### src/rtl/core/json_array_object_framer_assert.svh
// Assertion helpers used by the framer scan RTL.
// Each macro expands to one labeled concurrent assertion, disabled while
// the asynchronous reset is asserted.
`ifndef JSON_ARRAY_OBJECT_FRAMER_ASSERT_SVH
`define JSON_ARRAY_OBJECT_FRAMER_ASSERT_SVH

// Same-cycle implication
`define JAOF_ASSERT_IMPL(label, clk, rst_n, ante, cons) \
	label: assert property (@(posedge clk) disable iff (!rst_n) (ante) |-> (cons)) \
		else $error("framer assertion failed");

// Next-cycle implication
`define JAOF_ASSERT_NEXT(label, clk, rst_n, ante, cons) \
	label: assert property (@(posedge clk) disable iff (!rst_n) (ante) |=> (cons)) \
		else $error("framer assertion failed");

`endif

### src/rtl/core/jaof_pkg.sv
`timescale 1ns / 1ps
// ----------------------------------------------------------------------------
// jaof_pkg
// Types and constants shared by the JSON array object framer modules.
// ----------------------------------------------------------------------------
package jaof_pkg;

	// Object buffer size; the length limit never exceeds it
	localparam int unsigned BUFFER_BYTES = 2048;
	localparam logic [11:0] BUFFER_LIMIT = 12'(BUFFER_BYTES);

	localparam logic [10:0] DEPTH_MAX = 11'h7FF;
	localparam logic [9:0]  COUNT_MAX = 10'h3FF;

	// Configuration register indexes
	localparam int unsigned CFG_INDEX_W = 2;
	localparam logic [CFG_INDEX_W-1:0] CFG_MAX_OBJECT_BYTES = 2'd0;
	localparam logic [CFG_INDEX_W-1:0] CFG_MAX_OBJECTS      = 2'd1;

	localparam logic [11:0] MAX_OBJECT_BYTES_RST = 12'd1536;
	localparam logic [9:0]  MAX_OBJECTS_RST      = 10'd250;

	// Structural characters
	localparam logic [7:0] ASCII_LBRACKET = 8'h5B;
	localparam logic [7:0] ASCII_RBRACKET = 8'h5D;
	localparam logic [7:0] ASCII_LBRACE   = 8'h7B;
	localparam logic [7:0] ASCII_RBRACE   = 8'h7D;
	localparam logic [7:0] ASCII_QUOTE    = 8'h22;
	localparam logic [7:0] ASCII_BSLASH   = 8'h5C;

	typedef enum logic [2:0] {
		CH_OTHER,
		CH_LBRACKET,
		CH_RBRACKET,
		CH_LBRACE,
		CH_RBRACE,
		CH_QUOTE,
		CH_BSLASH
	} char_kind_t;

	typedef struct packed {
		logic [11:0] max_object_bytes;
		logic [9:0]  max_objects;
	} cfg_t;

	// Classified byte, front to back
	typedef struct packed {
		logic [7:0] data;
		logic       restart;
		char_kind_t kind;
	} scan_item_t;

	// One result transaction
	typedef struct packed {
		logic [7:0]  byte_out;
		logic        keep;
		logic [10:0] position;
		logic        object_end;
		logic        object_good;
		logic        scan_done;
		logic [9:0]  objects_seen;
	} result_t;

endpackage

### src/rtl/core/jaof_fifo.sv
`timescale 1ns / 1ps
// ----------------------------------------------------------------------------
// jaof_fifo
// Small show-ahead register queue; push and pop may happen in one cycle.
// ----------------------------------------------------------------------------
module jaof_fifo #(
	parameter int unsigned WIDTH = 8,
	parameter int unsigned DEPTH = 4
) (
	input  logic             clk,
	input  logic             arst_n,
	input  logic             push,
	input  logic [WIDTH-1:0] wdata,
	output logic             full,
	input  logic             pop,
	output logic [WIDTH-1:0] rdata,
	output logic             empty
);

	localparam int unsigned AW = (DEPTH > 1) ? $clog2(DEPTH) : 1;
	localparam logic [AW:0] COUNT_FULL = (AW + 1)'(DEPTH);

	logic [WIDTH-1:0] mem_q [DEPTH];
	logic [AW-1:0]    wr_ptr_q;
	logic [AW-1:0]    rd_ptr_q;
	logic [AW:0]      count_q;
	logic             do_push;
	logic             do_pop;

	assign full    = (count_q == COUNT_FULL);
	assign empty   = (count_q == '0);
	assign do_push = push && !full;
	assign do_pop  = pop && !empty;
	assign rdata   = mem_q[rd_ptr_q];

	// Pointers and fill count
	always_ff @(posedge clk or negedge arst_n) begin
		if (!arst_n) begin
			wr_ptr_q <= '0;
			rd_ptr_q <= '0;
			count_q  <= '0;
		end else begin
			if (do_push) begin
				wr_ptr_q <= (wr_ptr_q == AW'(DEPTH - 1)) ? '0 : wr_ptr_q + 1'b1;
			end
			if (do_pop) begin
				rd_ptr_q <= (rd_ptr_q == AW'(DEPTH - 1)) ? '0 : rd_ptr_q + 1'b1;
			end
			if (do_push && !do_pop) begin
				count_q <= count_q + 1'b1;
			end else if (do_pop && !do_push) begin
				count_q <= count_q - 1'b1;
			end
		end
	end

	// Payload storage
	always_ff @(posedge clk) begin
		if (do_push) begin
			mem_q[wr_ptr_q] <= wdata;
		end
	end

endmodule

### src/rtl/core/jaof_front.sv
`timescale 1ns / 1ps
// ----------------------------------------------------------------------------
// jaof_front
// Accepts input bytes, tags each with its character class and queues it
// for the scanner.
// ----------------------------------------------------------------------------
module jaof_front #(
	parameter int unsigned QUEUE_DEPTH = 4
) (
	input  logic                 clk,
	input  logic                 arst_n,
	input  logic                 push,
	output logic                 full,
	input  logic [7:0]           data_byte,
	input  logic                 restart,
	output logic                 item_valid,
	output jaof_pkg::scan_item_t item,
	input  logic                 item_pop
);
	import jaof_pkg::*;

	scan_item_t in_item;
	logic       q_empty;

	// Character classification
	always_comb begin
		in_item.data    = data_byte;
		in_item.restart = restart;
		unique case (data_byte)
			ASCII_LBRACKET: in_item.kind = CH_LBRACKET;
			ASCII_RBRACKET: in_item.kind = CH_RBRACKET;
			ASCII_LBRACE:   in_item.kind = CH_LBRACE;
			ASCII_RBRACE:   in_item.kind = CH_RBRACE;
			ASCII_QUOTE:    in_item.kind = CH_QUOTE;
			ASCII_BSLASH:   in_item.kind = CH_BSLASH;
			default:        in_item.kind = CH_OTHER;
		endcase
	end

	// Command queue toward the scanner
	jaof_fifo #(
		.WIDTH ($bits(scan_item_t)),
		.DEPTH (QUEUE_DEPTH)
	) u_cmd_q (
		.clk    (clk),
		.arst_n (arst_n),
		.push   (push),
		.wdata  (in_item),
		.full   (full),
		.pop    (item_pop),
		.rdata  (item),
		.empty  (q_empty)
	);

	assign item_valid = !q_empty;

endmodule

### src/rtl/core/jaof_scan.sv
`timescale 1ns / 1ps
// ----------------------------------------------------------------------------
// jaof_scan
// Scan state machine: array entry, object framing, string and escape
// tracking, length limit and object count. One byte per cycle while an item is queued and the result side is ready.
// ----------------------------------------------------------------------------
`include "json_array_object_framer_assert.svh"

module jaof_scan (
	input  logic                 clk,
	input  logic                 arst_n,
	input  jaof_pkg::cfg_t       cfg,
	input  logic                 item_valid,
	input  jaof_pkg::scan_item_t item,
	output logic                 item_pop,
	input  logic                 res_ready,
	output logic                 res_push,
	output jaof_pkg::result_t    res
);
	import jaof_pkg::*;

	logic        seen_array_q, in_object_q, in_string_q, escape_q;
	logic [10:0] brace_depth_q;
	logic [11:0] object_length_q;
	logic        overflowed_q, finished_q;
	logic [9:0]  object_count_q;

	// state after optional restart
	logic        e_seen, e_inobj, e_instr, e_esc, e_ovf, e_fin;
	logic [10:0] e_depth;
	logic [11:0] e_len;
	logic [9:0]  e_count;

	// next state
	logic        n_seen, n_inobj, n_instr, n_esc, n_ovf, n_fin;
	logic [10:0] n_depth;
	logic [11:0] n_len;
	logic [9:0]  n_count;

	logic [11:0] limit;
	logic [10:0] depth_dec;
	logic        step;

	assign step     = item_valid && res_ready;
	assign item_pop = step;
	assign res_push = step;

	// Effective length limit
	assign limit = (cfg.max_object_bytes > BUFFER_LIMIT) ? BUFFER_LIMIT : cfg.max_object_bytes;

	// Restart clears the scan before this byte
	always_comb begin
		e_seen  = item.restart ? 1'b0 : seen_array_q;
		e_inobj = item.restart ? 1'b0 : in_object_q;
		e_instr = item.restart ? 1'b0 : in_string_q;
		e_esc   = item.restart ? 1'b0 : escape_q;
		e_ovf   = item.restart ? 1'b0 : overflowed_q;
		e_fin   = item.restart ? 1'b0 : finished_q;
		e_depth = item.restart ? '0 : brace_depth_q;
		e_len   = item.restart ? '0 : object_length_q;
		e_count = item.restart ? '0 : object_count_q;
	end

	// Byte handling
	always_comb begin
		n_seen    = e_seen;
		n_inobj   = e_inobj;
		n_instr   = e_instr;
		n_esc     = e_esc;
		n_ovf     = e_ovf;
		n_fin     = e_fin;
		n_depth   = e_depth;
		n_len     = e_len;
		n_count   = e_count;
		depth_dec = (e_depth != '0) ? e_depth - 1'b1 : e_depth;

		res.byte_out    = item.data;
		res.keep        = 1'b0;
		res.position    = '0;
		res.object_end  = 1'b0;
		res.object_good = 1'b0;

		if (e_fin) begin
			// scan over, byte ignored
		end else if (!e_seen) begin
			if (item.kind == CH_LBRACKET) begin
				n_seen = 1'b1;
			end
		end else if (!e_inobj) begin
			if (item.kind == CH_LBRACE) begin
				n_inobj      = 1'b1;
				n_instr      = 1'b0;
				n_esc        = 1'b0;
				n_ovf        = 1'b0;
				n_depth      = 11'd1;
				n_len        = 12'd1;
				res.keep     = 1'b1;
			end else if (item.kind == CH_RBRACKET) begin
				n_fin = 1'b1;
			end
		end else begin
			// buffer store or overflow
			if (e_len < limit) begin
				res.keep     = 1'b1;
				res.position = e_len[10:0];
				n_len        = e_len + 1'b1;
			end else begin
				n_ovf = 1'b1;
			end

			// string, escape and brace tracking
			if (e_instr) begin
				if (e_esc) begin
					n_esc = 1'b0;
				end else if (item.kind == CH_BSLASH) begin
					n_esc = 1'b1;
				end else if (item.kind == CH_QUOTE) begin
					n_instr = 1'b0;
				end
			end else if (item.kind == CH_QUOTE) begin
				n_instr = 1'b1;
			end else if (item.kind == CH_LBRACE) begin
				if (e_depth != DEPTH_MAX) begin
					n_depth = e_depth + 1'b1;
				end
			end else if (item.kind == CH_RBRACE) begin
				n_depth = depth_dec;
				if (depth_dec == '0) begin
					n_inobj         = 1'b0;
					res.object_end  = 1'b1;
					res.object_good = !n_ovf;
					n_len           = '0;
					if (e_count != COUNT_MAX) begin
						n_count = e_count + 1'b1;
					end
					if (n_count >= cfg.max_objects) begin
						n_fin = 1'b1;
					end
				end
			end
		end

		res.scan_done    = n_fin;
		res.objects_seen = n_count;
	end

	// Scan state registers
	always_ff @(posedge clk or negedge arst_n) begin
		if (!arst_n) begin
			seen_array_q    <= 1'b0;
			in_object_q     <= 1'b0;
			in_string_q     <= 1'b0;
			escape_q        <= 1'b0;
			brace_depth_q   <= '0;
			object_length_q <= '0;
			overflowed_q    <= 1'b0;
			finished_q      <= 1'b0;
			object_count_q  <= '0;
		end else if (step) begin
			seen_array_q    <= n_seen;
			in_object_q     <= n_inobj;
			in_string_q     <= n_instr;
			escape_q        <= n_esc;
			brace_depth_q   <= n_depth;
			object_length_q <= n_len;
			overflowed_q    <= n_ovf;
			finished_q      <= n_fin;
			object_count_q  <= n_count;
		end
	end

	// Checks
	`JAOF_ASSERT_IMPL(a_good_needs_end, clk, arst_n, res_push && res.object_good, res.object_end)
	`JAOF_ASSERT_IMPL(a_escape_in_string, clk, arst_n, escape_q, in_string_q)
	`JAOF_ASSERT_IMPL(a_string_in_object, clk, arst_n, in_string_q, in_object_q)
	`JAOF_ASSERT_IMPL(a_object_depth, clk, arst_n, in_object_q, brace_depth_q != '0)
	`JAOF_ASSERT_NEXT(a_done_sticky, clk, arst_n, step && finished_q && !item.restart, finished_q)

endmodule

### src/rtl/core/json_array_object_framer.sv
`timescale 1ns / 1ps
// ----------------------------------------------------------------------------
// json_array_object_framer
// Frames top-level objects of a JSON array from a byte stream.
// ----------------------------------------------------------------------------
// Bytes go in through a queue-style port (push/full) and one result per byte
// comes out through a queue-style port (empty/pop). The block sustains one
// byte per clock while the result queue has room: the scan state (string,
// escape, brace depth, object length, object count) updates once per byte,
// and that register loop sets the rate. A byte goes through the command
// queue, is scanned from its head, and its result is registered into the
// result queue. The input side keeps taking bytes into a QUEUE_DEPTH-entry
// command queue while results wait to be popped. Configuration registers
// (index 0: max_object_bytes, index 1: max_objects) are always ready and
// should be written only while the block is idle; other indexes are ignored.
// ----------------------------------------------------------------------------
module json_array_object_framer #(
	parameter int unsigned QUEUE_DEPTH = 4
) (
	input  logic                             clk,
	input  logic                             arst_n,
	// byte input
	input  logic                             push,
	output logic                             full,
	input  logic [7:0]                       data_byte,
	input  logic                             restart,
	// result output
	output logic                             empty,
	input  logic                             pop,
	output logic [7:0]                       byte_out,
	output logic                             keep,
	output logic [10:0]                      position,
	output logic                             object_end,
	output logic                             object_good,
	output logic                             scan_done,
	output logic [9:0]                       objects_seen,
	// configuration
	input  logic                             cfg_valid,
	output logic                             cfg_ready,
	input  logic [jaof_pkg::CFG_INDEX_W-1:0] cfg_index,
	input  logic [11:0]                      cfg_data
);
	import jaof_pkg::*;

	cfg_t       cfg_q;
	logic       item_valid;
	scan_item_t item;
	logic       item_pop;
	logic       res_push;
	logic       res_full;
	result_t    res;
	result_t    res_head;

	// Configuration registers
	assign cfg_ready = 1'b1;

	always_ff @(posedge clk or negedge arst_n) begin
		if (!arst_n) begin
			cfg_q.max_object_bytes <= MAX_OBJECT_BYTES_RST;
			cfg_q.max_objects      <= MAX_OBJECTS_RST;
		end else if (cfg_valid && cfg_ready) begin
			case (cfg_index)
				CFG_MAX_OBJECT_BYTES: cfg_q.max_object_bytes <= cfg_data;
				CFG_MAX_OBJECTS:      cfg_q.max_objects      <= cfg_data[9:0];
				default: ;
			endcase
		end
	end

	// Front: accept and classify
	jaof_front #(
		.QUEUE_DEPTH (QUEUE_DEPTH)
	) u_front (
		.clk        (clk),
		.arst_n     (arst_n),
		.push       (push),
		.full       (full),
		.data_byte  (data_byte),
		.restart    (restart),
		.item_valid (item_valid),
		.item       (item),
		.item_pop   (item_pop)
	);

	// Back: scan
	jaof_scan u_scan (
		.clk        (clk),
		.arst_n     (arst_n),
		.cfg        (cfg_q),
		.item_valid (item_valid),
		.item       (item),
		.item_pop   (item_pop),
		.res_ready  (!res_full),
		.res_push   (res_push),
		.res        (res)
	);

	// Result queue
	jaof_fifo #(
		.WIDTH ($bits(result_t)),
		.DEPTH (2)
	) u_res_q (
		.clk    (clk),
		.arst_n (arst_n),
		.push   (res_push),
		.wdata  (res),
		.full   (res_full),
		.pop    (pop),
		.rdata  (res_head),
		.empty  (empty)
	);

	assign byte_out     = res_head.byte_out;
	assign keep         = res_head.keep;
	assign position     = res_head.position;
	assign object_end   = res_head.object_end;
	assign object_good  = res_head.object_good;
	assign scan_done    = res_head.scan_done;
	assign objects_seen = res_head.objects_seen;

endmodule

### config.mk
export PLATFORM = sky130hd
export DESIGN_NAME = json_array_object_framer
export DESIGN_NICKNAME = d
export VERILOG_FILES = /design/src/rtl/core/jaof_pkg.sv /design/src/rtl/core/jaof_fifo.sv /design/src/rtl/core/jaof_front.sv /design/src/rtl/core/jaof_scan.sv /design/src/rtl/core/json_array_object_framer.sv
export VERILOG_INCLUDE_DIRS = /design/src /design/src/rtl/core
export SDC_FILE = /design/constraint.sdc
export NUM_CORES = 1
export LEC_CHECK = 0
export ABC_AREA = 1
export BUFFER_PORTS_ARGS = -buffer_cell sky130_fd_sc_hd__buf_2
export CORE_ASPECT_RATIO = 0.9
export CORE_MARGIN = 1
export CORE_UTILIZATION = 35
export DETAILED_ROUTE_END_ITERATION = 16
export PLACE_DENSITY_LB_ADDON = 0.05
export SLEW_MARGIN = 20
export SYNTH_ARGS = -nofsm -noshare
export SYNTH_HDL_FRONTEND = slang
export SYNTH_SLANG_ARGS = --single-unit
### constraint.sdc
create_clock -name clk -period 4.51 [get_ports clk]
set_input_delay 0.451 -clock clk [delete_from_list [all_inputs] [get_ports clk]]
set_output_delay 0.451 -clock clk [all_outputs]
set_load 0.01 [all_outputs]
Word level (Yosys, flattened, before mapping)
Memories as Yosys holds them, arrays and structs flattened. Index checks and enable logic that the tools add are counted.

Output and inout bits: 36. Bits in registers: 72. Memories: 2. Bits of input ports: 28. RAM bits: 114.

Memories: u_res_q.mem_q (words 2, bits a word 33, rd ports 1, clocked after memory_dff 0, wr ports 1, line jaof_fifo.sv:23) `logic [WIDTH-1:0] mem_q [DEPTH];`; u_front.u_cmd_q.mem_q (words 4, bits a word 12, rd ports 1, clocked after memory_dff 0, wr ports 1, line jaof_fifo.sv:23).

Reduce and logical (&&, ||, !) cells: 27. Equal/unequal tests: 19. $add $sub $neg: 12. $lt $le $gt $ge: 3. Muxes and demuxes: 117.

Operator list (number): $mux W10 (18); $mux W12 (13); $mux W11 (11); $mux W1 (60); $eq A8 B7 Y1 const B (5); $mux W14 (2); $mux W2 (9); $pmux W3 S6 (1); $mux W13 (1); $add A12 B1 Y12 const B (1); $eq A3 B3 Y1 const B (4); $gt A12 B12 Y1 const B (1); $lt A12 B12 Y1 (1); $add A11 B1 Y11 const B (1); $logic_not A11 Y1 (1); $ne A11 B11 Y1 const B (1); $reduce_bool A11 Y1 (1); $sub A11 B1 Y11 const B (1); $add A10 B1 Y10 const B (1); $ge A10 B10 Y1 (1); $ne A10 B10 Y1 const B (1); $logic_and A1 B1 Y1 (9); $logic_not A1 Y1 (9); $eq A8 B6 Y1 const B (1); other kinds (14) (24).

Logic depth before layout (Yosys ltp)
An unclocked memory read counts as a cell.

Depth in word-level cells: 23. Gate-level depth with buffers: 25. Mapped depth without buffers: 21.

By module
Synthesis repeated with hierarchy kept, for this count alone.

Cell total of the unflattened synthesis: 1360. Area, all modules: 11124.4 µm².

By module, submodules not included: jaof_scan (area an instance 4982.3 µm², instances 1, seq. area each 975.9 µm², cells an instance 817); jaof_fifo at u_res_q (area an instance 2641.3 µm², instances 1, seq. area each 2082.0 µm², cells an instance 204); jaof_fifo at u_front.u_cmd_q (area an instance 2403.6 µm², instances 1, seq. area each 1616.6 µm², cells an instance 201); json_array_object_framer (area an instance 945.9 µm², instances 1, seq. area each 560.5 µm², cells an instance 102); jaof_front (area an instance 151.4 µm², instances 1, seq. area each 0.0 µm², cells an instance 36).

Least setup slack after synthesis
Ideal clock, no wire load.

Kind: reg2reg. Start: reg u_front.u_cmd_q.rd_ptr_q[0]. End: mem u_res_q.mem_q[0][10] in the netlist's numbering, data pin. Buffers on the path: 3. Setup time: 0.138 ns. Stages on the path, launching flop included: 23. Clock period less this slack: 3.684 ns. Data arrival time: 3.546 ns. Slack: 0.826 ns. Path through: dfrtp_1 > buf_6 > nand2_1 > nand3_2 > nand2_4 > buf_12 > buf_8 > nand2_1 > inv_1 > ha_1 > nand3_1 > nor2_2 > nand4_2 > inv_2 > nor4_2 > xor2_1 > ha_1 > nand2_1 > or4_1 > o2111a_1 > o21ai_0 > nand2_1 > nand2_1.

RTL lines: start, declared (line jaof_fifo.sv:25) `logic [AW-1:0] rd_ptr_q;`; start signal, assigned (line jaof_fifo.sv:47) `rd_ptr_q <= (rd_ptr_q == AW'(DEPTH - 1)) ? '0 : rd_ptr_q + 1'b1;`; end, declared (line jaof_fifo.sv:23).

==> metrics.yaml <==
outcome:
  status: "completed"
timing:
  timing.fmax_mhz: 246
  hold_viol: 0
  slew-limit-headroom_pct: 30.8
  setup_viol: 0
  worst-slew-pin-transition_ns: 1.04
  clock_skew_ns: 0.0160
  fin_crit_ns: 4.07
  final.setup.tns_ns: 0
  fin_crit_sh_pct: 90.2
  finalMaxSlewViolations: 0
  grt_setup_unrepaired: "false"
worst_setup_path:
  path_buf_inv: 3
  startpoint_type: "register"
  cp_slowest_cell: "dfrtp_1"
  end_kind: "register"
  crit_chain: "inv_1, nand3_2, nand2_4, inv_6, nor2_1, ha_1, nand3_1, nor2_2, nand4_2, inv_2, nor4_2, xor2_1, ha_1, nand2_1, or4_1, o2111a_1, o21ai_0, nand2_1, nand2_1"
  cp_common_cell: "nand2_1"
  slowest_delay_ns: 0.53
  critPathMaxFanout: 17
  crit_type: "reg -> reg"
  crit_arrival_ns: 4.36
  critPathRequiredTime_ns: 4.80
  cpLargestDelayFamily: "simple AND/OR/NAND/NOR gates"
yosys:
  ys_ff_latch: 186
  synthTopCellsByCount: "378 x nand2_1, 117 x inv_1, 114 x edfxtp_1"
  async_reset_ff_share_pct: 38.7
  yosysSeqAreaShare_pct: 49.2
  yosysMostFrequentCell: "nand2_1"
  syn_nets: 1332
  avgSynthCellArea_um2: 8.38
  synth_warnings: 0
  synth-edff-count: 114
  netlist_top_cells_area: "edfxtp_1 32%, dfrtp_1 15%, nand2_1 13%"
  yosysTopAreaCell: "edfxtp_1"
  syn_inst: 1270
  yosysTopAreaCellShare_pct: 32.2
  synth_cell_type_count: 58
  synthFlopType: "edfxtp_1"
  syn_area_um2: 10600
finish:
  layout-area-overhead-vs-synth_pct: 12.5
  nNetsFinal: 1387
  antenna_cells: 0
  instances_no_fill: 1741
  finalCoreUtilization_pct: 40.1
  layout-drive-gt1-share_pct: 14.6
  fin_area_um2: 12000
detailed_routing:
  detail-route-antenna-nets: 0
  wire_per_inst_um: 17.1
  drc_errors: 0
  drtIter0Drc: 626
  dr.pass1.iters: 5
  routed_wl_um: 29800
  vias: 8535
  via_per_inst: 4.90
floorplan:
  chipHeight_um: 167
  die_area_um2: 31100
  rows: 60
  die_x_um: 186
  core-area_um2: 29900
  initial_core_util_pct: 35.6
  ios: 64
clock_tree:
  post_cts_buffers: 0
  clk_latency_ns: 0.44
  cts_sinks: 186
  clockRootBuffer: "clkbuf_16"
  clockBufferDepth: 2
  clkSlewWorstSetupHoldPaths_ns: 0.08
  cts_hold_buf: 0
  cts_buffers: 17
  htreeDepth: 4
  cts_tree: "done"
  cts_resized: 0
global_route:
  grt_usage_pct: 19.9
  grt_pass1_vias: 7931
  grt_pass1_wl_um: 46700
  overflow: 0
  grt_max_degree: 40
  antenna_found_initial: 0
placed_design:
  placed_area_um2: 11400
  place_hpwl_um: 21000
  place_inst: 1709
  portBuffers: 62
  gp_congestion: 0.885
flow_run:
  maxCapViolations: 0
pwr:
  vdd_drop_max_uv: 279
  p_leak_nw: 5.25
  power_density_nw_per_um2: 733
worst_hold_path:
  worstHoldPathType: "in -> async"
## through the flow
| step | setup slack [ns] | power, W | hold WS [ns] |
|---|---|---|---|
| after floorplan | 0.826 | 0.00593 | 0.155 |
| after global placement | 0.586 | 0.00727 | 0.464 |
| after detailed placement | 0.449 | 0.00729 | 0.468 |
| after CTS | 0.435 | 0.00884 | 0.0347 |
| after global routing | 0.0107 | 0.00950 | 0.0509 |
| final | 0.440 | 0.00877 | 0.00979 |
## area by class of cell
cell class,instances,area (um^2)
Clock buffer,19,443
Clock inverter,13,161
Tap cell,403,504
Inverter,140,537
Timing Repair Buffer,78,433
Sequential cell,186,5240
Fill cell,3106,17900
Multi-Input combinational cell,902,4650
## sequential cells by signal, summed over array words and instances, names as in the netlist, 2 cells and up
name / cells
u_front.u_cmd_q.count_q: 3
u_scan.object_count_q: 10
cfg_q: 22
u_front.u_cmd_q.mem_q: 48
u_front.u_cmd_q.wr_ptr_q: 2
u_res_q.mem_q: 66
u_res_q.count_q: 2
u_scan.object_length_q: 12
u_scan.brace_depth_q: 11
u_front.u_cmd_q.rd_ptr_q: 2
## worst reg2reg max path, delay by kind of cell (launching register included)
family	cells	cell delay, ns
fa+ha+maj	2	0.54
xor+xnor	1	0.15
compound gates	2	0.40
simple gates	11	1.88
buf+inv	3	0.44
flops	1	0.53
## per-layer routing
metal	track usage (%)	part of all wire, %
met5	0	0
met4	3.67	0.81
met3	3.11	3.4
met2	27.6	41
met1	32.1	55
## worst paths after layout
path,startpoint,to,slack (ns),depth (start not counted)
worst max-delay path,u_front.u_cmd_q.rd_ptr_q[1]$_DFFE_PN0P_,u_res_q.mem_q[0][10]$_DFFE_PP_,0.44,19
worst min-delay path,arst_n,u_scan.object_count_q[2]$_DFFE_PN0P_,0.01,1
worst max register to register,u_front.u_cmd_q.rd_ptr_q[1]$_DFFE_PN0P_,u_res_q.mem_q[0][10]$_DFFE_PP_,0.44,19
worst min register to register,u_scan.object_length_q[10]$_DFFE_PN0P_,u_scan.object_length_q[10]$_DFFE_PN0P_,0.48,2
max in group asynchronous,arst_n,cfg_q[20]$_DFFE_PN1P_,3.56,2
min in group clk,cfg_data[10],cfg_q[20]$_DFFE_PN1P_,0.25,2
## cells by family after synthesis
group                    share of synthesized area, %
multiplexers                                    0.212
AND/OR/NAND/NOR                                  25.6
flip-flops                                       49.2
adder cells (fa/ha/maj)                          4.07
XOR/XNOR                                         1.81
buffers and inverters                            7.33
AO/OA/AOI/OAI                                    11.7
other                                          0.0353
## report_power, final
part	switching (W)	internal, W
Combinational	0.00310	0.00129
Clock	0.000726	0.000805
Sequential	0.000316	0.00253
Total	0.00414	0.00463
## placed cells by master, fill, tap and decap left out, types with 19 or more instances in the layout
master,Yosys,routed
a21oi_1,74,74
buf_2,9,61
dfrtp_1,64,64
edfxtp_1,114,114
ha_1,33,33
inv_1,117,117
nand2_1,378,378
nand3_1,57,57
nor2_1,97,94
o21ai_0,85,85
o21ai_1,26,26
xor2_1,19,19
No activity file was read; power rests on OpenSTA's default activity.
